### config.mk
export PLATFORM = sky130hd
export DESIGN_NAME = utf8_stream_decoder
export DESIGN_NICKNAME = d
export VERILOG_FILES = /design/src/sv/u8sd_pkg.sv /design/src/sv/utf8_stream_decoder.sv /design/src/sv/u8sd_in_stage.sv /design/src/sv/u8sd_decode.sv /design/src/sv/u8sd_out_stage.sv
export SDC_FILE = /design/constraint.sdc
export NUM_CORES = 1
export LEC_CHECK = 0
export BUFFER_PORTS_ARGS = -buffer_cell sky130_fd_sc_hd__buf_4
export CORE_MARGIN = 5
export CORE_UTILIZATION = 30
export CTS_CLUSTER_DIAMETER = 150
export DETAILED_ROUTE_END_ITERATION = 8
export REMOVE_ABC_BUFFERS = 1
export SLEW_MARGIN = 20
export SYNTH_ARGS = -nofsm -noshare
export SYNTH_HDL_FRONTEND = slang
export SYNTH_SLANG_ARGS = --single-unit
### constraint.sdc
create_clock -name clock -period 8.7 [get_ports clock]
set_clock_uncertainty 0.2 [all_clocks]
set_input_delay 0 -clock clock [delete_from_list [all_inputs] [get_ports clock]]
set_output_delay 0 -clock clock [all_outputs]
set_load 0.01 [all_outputs]
### src/sv/u8sd_pkg.sv
package u8sd_pkg;

   localparam int unsigned ByteWidth  = 8;
   localparam int unsigned PointWidth = 21;
   localparam int unsigned PendWidth  = 2;

   localparam logic [PointWidth-1:0] ReplacementChar = 21'h00FFFD;

   localparam logic [2:0] Lead2Code = 3'h6;
   localparam logic [3:0] Lead3Code = 4'hE;
   localparam logic [4:0] Lead4Code = 5'h1E;

   localparam logic [PendWidth-1:0] PendNone  = 2'd0;
   localparam logic [PendWidth-1:0] PendOne   = 2'd1;
   localparam logic [PendWidth-1:0] PendTwo   = 2'd2;
   localparam logic [PendWidth-1:0] PendThree = 2'd3;

   typedef struct packed {
      logic [ByteWidth-1:0] data_byte;
      logic                 last_byte;
   } in_word_type;

   typedef struct packed {
      logic [PointWidth-1:0] code_point;
      logic                  code_last;
   } out_word_type;

   typedef struct packed {
      logic         emit;
      out_word_type word;
   } dec_result_type;

endpackage

### src/sv/utf8_stream_decoder.sv
// UTF-8 stream decoder.
// Input channel (req_valid / req_stall / req_data): one byte per word, with
// last_byte set on the final byte of a buffer.
// Result channel (rsp_valid / rsp_stall / rsp_data): one code point per word,
// code_last set on the final code point of a buffer. Invalid lead bytes and
// sequences cut short by the end of the buffer give U+FFFD.
// A byte is held in an input register, decoded against the pending-sequence
// state once the output register is free, and any result lands in the output
// register.
// Throughput is one byte per cycle while the receiver takes results; a held
// result is replaced in the same cycle it is taken.
// Bytes that complete nothing (lead and middle continuation bytes without
// last_byte) produce no result word.
// When the receiver stalls with a result waiting, the input register fills
// and req_stall rises; no byte or result is dropped.
// Reset clears the valid flags and the decoder state; no sequence is open.
module utf8_stream_decoder import u8sd_pkg::*; (
   input  logic         clock,
   input  logic         reset,
   input  logic         req_valid,
   output logic         req_stall,
   input  in_word_type  req_data,
   output logic         rsp_valid,
   input  logic         rsp_stall,
   output out_word_type rsp_data
);

   logic           stage_valid;
   in_word_type    stage_word;
   logic           out_free;
   logic           fire;
   dec_result_type result;

   assign fire = stage_valid && out_free;

   u8sd_in_stage u_in (
      .clock       (clock),
      .reset       (reset),
      .req_valid   (req_valid),
      .req_stall   (req_stall),
      .req_data    (req_data),
      .advance     (fire),
      .stage_valid (stage_valid),
      .stage_word  (stage_word)
   );

   u8sd_decode u_dec (
      .clock  (clock),
      .reset  (reset),
      .fire   (fire),
      .word   (stage_word),
      .result (result)
   );

   u8sd_out_stage u_out (
      .clock     (clock),
      .reset     (reset),
      .fire      (fire),
      .result    (result),
      .out_free  (out_free),
      .rsp_valid (rsp_valid),
      .rsp_stall (rsp_stall),
      .rsp_data  (rsp_data)
   );

endmodule

### src/sv/u8sd_in_stage.sv
module u8sd_in_stage import u8sd_pkg::*; (
   input  logic        clock,
   input  logic        reset,
   input  logic        req_valid,
   output logic        req_stall,
   input  in_word_type req_data,
   input  logic        advance,
   output logic        stage_valid,
   output in_word_type stage_word
);

   logic        valid_ff, valid_in;
   in_word_type word_ff;
   logic        take;

   assign req_stall = valid_ff && !advance;
   assign take      = req_valid && !req_stall;
   assign valid_in  = take || (valid_ff && !advance);

   always_ff @(posedge clock) begin
      if (reset) begin
         valid_ff <= 1'b0;
      end else begin
         valid_ff <= valid_in;
      end
   end

   always_ff @(posedge clock) begin
      if (take) begin
         word_ff <= req_data;
      end
   end

   assign stage_valid = valid_ff;
   assign stage_word  = word_ff;

endmodule

### src/sv/u8sd_decode.sv
module u8sd_decode import u8sd_pkg::*; (
   input  logic           clock,
   input  logic           reset,
   input  logic           fire,
   input  in_word_type    word,
   output dec_result_type result
);

   logic [PendWidth-1:0]  pend_ff, pend_in;
   logic [PointWidth-1:0] acc_ff, acc_in;
   logic [ByteWidth-1:0]  b;
   logic                  last;
   logic [PointWidth-1:0] shifted;

   assign b       = word.data_byte;
   assign last    = word.last_byte;
   assign shifted = {acc_ff[PointWidth-7:0], b[5:0]};

   always_comb begin
      pend_in                = pend_ff;
      acc_in                 = acc_ff;
      result.emit            = 1'b0;
      result.word.code_point = ReplacementChar;
      result.word.code_last  = last;
      if (pend_ff == PendNone) begin
         if (!b[7]) begin
            result.emit            = 1'b1;
            result.word.code_point = {{(PointWidth-ByteWidth){1'b0}}, b};
         end else if (b[7:5] == Lead2Code || b[7:4] == Lead3Code || b[7:3] == Lead4Code) begin
            if (last) begin
               result.emit = 1'b1;
            end else if (b[7:5] == Lead2Code) begin
               acc_in  = {{(PointWidth-5){1'b0}}, b[4:0]};
               pend_in = PendOne;
            end else if (b[7:4] == Lead3Code) begin
               acc_in  = {{(PointWidth-4){1'b0}}, b[3:0]};
               pend_in = PendTwo;
            end else begin
               acc_in  = {{(PointWidth-3){1'b0}}, b[2:0]};
               pend_in = PendThree;
            end
         end else begin
            result.emit = 1'b1;
         end
      end else begin
         if (pend_ff == PendOne) begin
            result.emit            = 1'b1;
            result.word.code_point = shifted;
            acc_in                 = '0;
            pend_in                = PendNone;
         end else if (last) begin
            result.emit = 1'b1;
            acc_in      = '0;
            pend_in     = PendNone;
         end else begin
            acc_in  = shifted;
            pend_in = pend_ff - PendOne;
         end
      end
   end

   always_ff @(posedge clock) begin
      if (reset) begin
         pend_ff <= PendNone;
         acc_ff  <= '0;
      end else if (fire) begin
         pend_ff <= pend_in;
         acc_ff  <= acc_in;
      end
   end

`ifndef SYNTHESIS
   a_last_clears: assert property (@(posedge clock) disable iff (reset)
      fire && word.last_byte |=> pend_ff == PendNone && acc_ff == '0)
      else $error("state left open after last byte");
   a_idle_acc_zero: assert property (@(posedge clock) disable iff (reset)
      pend_ff == PendNone |-> acc_ff == '0)
      else $error("accumulator nonzero with no sequence open");
   a_acc_bound: assert property (@(posedge clock) disable iff (reset)
      pend_ff == PendThree |-> acc_ff[PointWidth-1:3] == '0)
      else $error("accumulator too wide for four-byte lead");
   a_pending_no_emit: assert property (@(posedge clock) disable iff (reset)
      fire && !word.last_byte && pend_in != PendNone |-> !result.emit)
      else $error("result emitted mid-sequence");
`endif

endmodule

### src/sv/u8sd_out_stage.sv
module u8sd_out_stage import u8sd_pkg::*; (
   input  logic           clock,
   input  logic           reset,
   input  logic           fire,
   input  dec_result_type result,
   output logic           out_free,
   output logic           rsp_valid,
   input  logic           rsp_stall,
   output out_word_type   rsp_data
);

   logic         valid_ff, valid_in;
   out_word_type word_ff;
   logic         load;

   assign out_free = !valid_ff || !rsp_stall;
   assign load     = fire && result.emit;
   assign valid_in = load || (valid_ff && rsp_stall);

   always_ff @(posedge clock) begin
      if (reset) begin
         valid_ff <= 1'b0;
      end else begin
         valid_ff <= valid_in;
      end
   end

   always_ff @(posedge clock) begin
      if (load) begin
         word_ff <= result.word;
      end
   end

   assign rsp_valid = valid_ff;
   assign rsp_data  = word_ff;

endmodule

==> flow_summary.ini <==
[placement]
postPlaceCellArea_mm2 = 0.00237
post-place-ws_ns = 5.94
gp_congestion = 0.767
place_hpwl_mm = 2.81
port_buffers = 36

[floorplan]
fp.dieW_um = 92.6
chipHeight_um = 92.6
rows = 30
ios = 37
die_area_mm2 = 0.00857
core_area_mm2 = 0.00672
start_util = 0.304

[finish]
area_growth_pct = 28.9
final_common_cell = buf_4
mostFrequentLayoutCells = buf_4 (37), edfxtp_1 (31), o21ai_0 (24), a21oi_1 (20), dfxtp_1 (19)
n_antenna_cell = 0
nNetsFinal = 241
regArea_mm2 = 0.00131
fin_util = 0.392
final_area_mm2 = 0.00264
drive_gt1_frac = 0.226
multi_input_area_um2 = 652
n_fill_cell = 652

[setup_path]
path_buf_inv = 2
critPathLaunchType = register
ff2ff_setup_slack_ns = 5.93
critPathCaptureType = register
path_delay_family = compound AO/OA/AOI/OAI gates
cp_data_required_time_ns = 8.75
critPathSlowestCell = ha_1
crit_type = register to register
crit_chain = inv_1 -> ha_1 -> o21a_1 -> o31ai_1 -> a21oi_1 -> dlygate4sd3_1
worstPathMaxFanout = 23
slowest_delay_ns = 0.66
crit_arrival_ns = 2.82
r2r_cells = 6
rr_startpoint = u_dec.pend_ff[0]
r2r_end = u_out.rsp_valid

[grt]
grt_pass1_wl_mm = 7.04
grt_max_degree = 24
gr-total-overflow = 0
track_usage = 0.106
grt_pass1_vias = 1450
antenna_found_initial = 0

[synthesis]
synthArstFlopShare = 0
synth_compound_area_frac = 0.163
ys_types = 32
syn_area_mm2 = 0.00205
synth_top_family_by_area = compound AO/OA/AOI/OAI gates
yosys.area_share.adder = 0.0183
yosysWarningCount = 0
syn_area_per_cell_um2 = 11.6
synth_mux_area_frac = 0
synth_flop_cell = edfxtp_1
synth-seq-area-share = 0.641
synth_xor_area_frac = 0
ys_seq_elements = 50
synth-edff-count = 31
yosys.area_share.simple = 0.133
syn_inst = 176

[power]
powerDensity_mw_per_mm2 = 177
vdd_drop_max_mv = 0.0698
p_comb_frac = 0.100
seq_power_share = 0.571
total_power_mw = 0.467
clockPowerShare = 0.329
p_sw_mw = 0.110
p_sw_frac = 0.236
p_leak_nw = 0.925
power.internal_mw = 0.357

[clock_tree]
cts_buffer_depth = 2
post_cts_buffers = 0
clkSinkCount = 50
cts.reportedPaths.clkPinSlew_ns = 0.09
numCtsBuffers = 5
clk_latency_ns = 0.30
cts-htree-levels = 2
clockRootBuffer = clkbuf_8
cts_resized = 0
cts_tree = built

[routing]
wl_mm = 4.26
first_pass_iters = 4
drc = 0
vias = 1488
vias_per_cell = 4.86
ant_nets = 0
initialDrtViolationCount = 60
wl_per_cell_um = 13.9

[sta]
rsz0062_at_grt = false
layout_setup_ws_ns = 5.93
fin_setup_tns_ns = 0
fin_crit_ns = 2.77
fmax_mhz = 360
slew_headroom = 0.450
slew_violations = 0
setup_viol = 0
worst_pin_slew_ns = 0.824
hold_viol = 0
finalCritPeriodShare = 0.319

[flow_run]
maxCapViolations = 0

[hold_path]
min_path_type = input port to register
min_from = req_data[0]
min_to = u_in.stage_word[0]
holdPathStages = 2

[status]
outcome = complete, no violations
==> state kept, by name (all words and copies together), names as in the netlist <==
name / cells
u_in.stage_word: 9
u_out.rsp_valid: 1
u_out.rsp_data: 22
u_in.stage_valid: 1
u_dec.acc_ff: 15
u_dec.pend_ff: 2
==> per-layer routing <==
metal | share of wire | track usage | vias to the layer above
met5 | 0 | 0 | -
met4 | 0.017 | 0.0408 | 0
met3 | 0.070 | 0.0333 | 7
met2 | 0.50 | 0.182 | 42
met1 | 0.42 | 0.123 | 701
li1 | - | - | 738
==> power by group through the flow <==
stage	clock network [mW]	logic, mW	registers, mW
after floorplan	0	0.0188	0.274
after global placement	0	0.0412	0.272
after detailed placement	0	0.0417	0.273
after CTS	0.157	0.0473	0.267
after global routing	0.166	0.0518	0.268
final	0.154	0.0468	0.267
==> worst max path at each step <==
stage,start,slack [ns],to,cells after the start
2_1_floorplan,u_dec.pend_ff[0],5.56,u_out.rsp_data[0],4
3_3_place_gp,u_dec.pend_ff[0],6.01,u_out.rsp_data[15],5
3_5_place_dp,u_dec.pend_ff[0],5.94,u_out.rsp_data[8],5
4_1_cts,u_dec.pend_ff[0],5.89,u_out.rsp_data[9],5
5_1_grt,u_dec.pend_ff[1],5.72,u_out.rsp_valid,6
6_report,u_dec.pend_ff[0],5.93,u_out.rsp_valid,6
==> per-stage QoR <==
| step | std cells | hold WS (ns) |
|---|---|---|
| global placement | 283 | -0.0217 |
| floorplan | 166 | -0.131 |
| CTS | 306 | 0.198 |
| global route | 306 | 0.202 |
| detailed placement | 283 | -0.0205 |
| finish | 306 | 0.209 |
==> final cells by class <==
class | instances | area share
Timing Repair Buffer | 52 | 0.162
Clock buffer | 6 | 0.0356
Clock inverter | 2 | 0.00522
Inverter | 10 | 0.0142
Tap cell | 80 | 0.0380
Multi-Input combinational cell | 106 | 0.247
Sequential cell | 50 | 0.497
==> worst reg2reg max path, delay by kind of cell, from the launching register on <==
kind / cells / cell delay [ns]
adder cells (fa/ha/maj): 1 / 0.67
buffers and inverters: 2 / 0.63
flip-flops: 1 / 0.36
AO/OA/AOI/OAI: 3 / 0.86
==> kinds of logic after synthesis <==
logic type               after synthesis
AO/OA/AOI/OAI                         57
adder cells (fa/ha/maj)                3
buffers and inverters                 20
flip-flops                            50
AND/OR/NAND/NOR                       46
==> timing repair <==
item / in CTS / in global routing
setup endpoints to repair: 0 / 0
hold buffers: 15 / 0
hold endpoints to repair: 28 / 0
==> Yosys cell counts (all sizes together) (2+ instances only) <==
| cell type | n | area, um2 |
|---|---|---|
| a311oi | 2 | 17.5 |
| inv | 10 | 37.5 |
| and3 | 2 | 12.5 |
| nand2 | 5 | 18.8 |
| nor3 | 2 | 21.3 |
| o21ai | 25 | 125 |
| nand2b | 6 | 37.5 |
| edfxtp | 31 | 931 |
| nand4 | 12 | 75.1 |
| buf | 5 | 33.8 |
| ha | 3 | 37.5 |
| a21o | 2 | 15.0 |
| dfxtp | 19 | 380 |
| nor2b | 3 | 18.8 |
| nor2 | 6 | 22.5 |
| a21oi | 22 | 114 |
| clkbuf | 5 | 18.8 |
| and2 | 7 | 43.8 |
(Power assumes the default switching activity.)
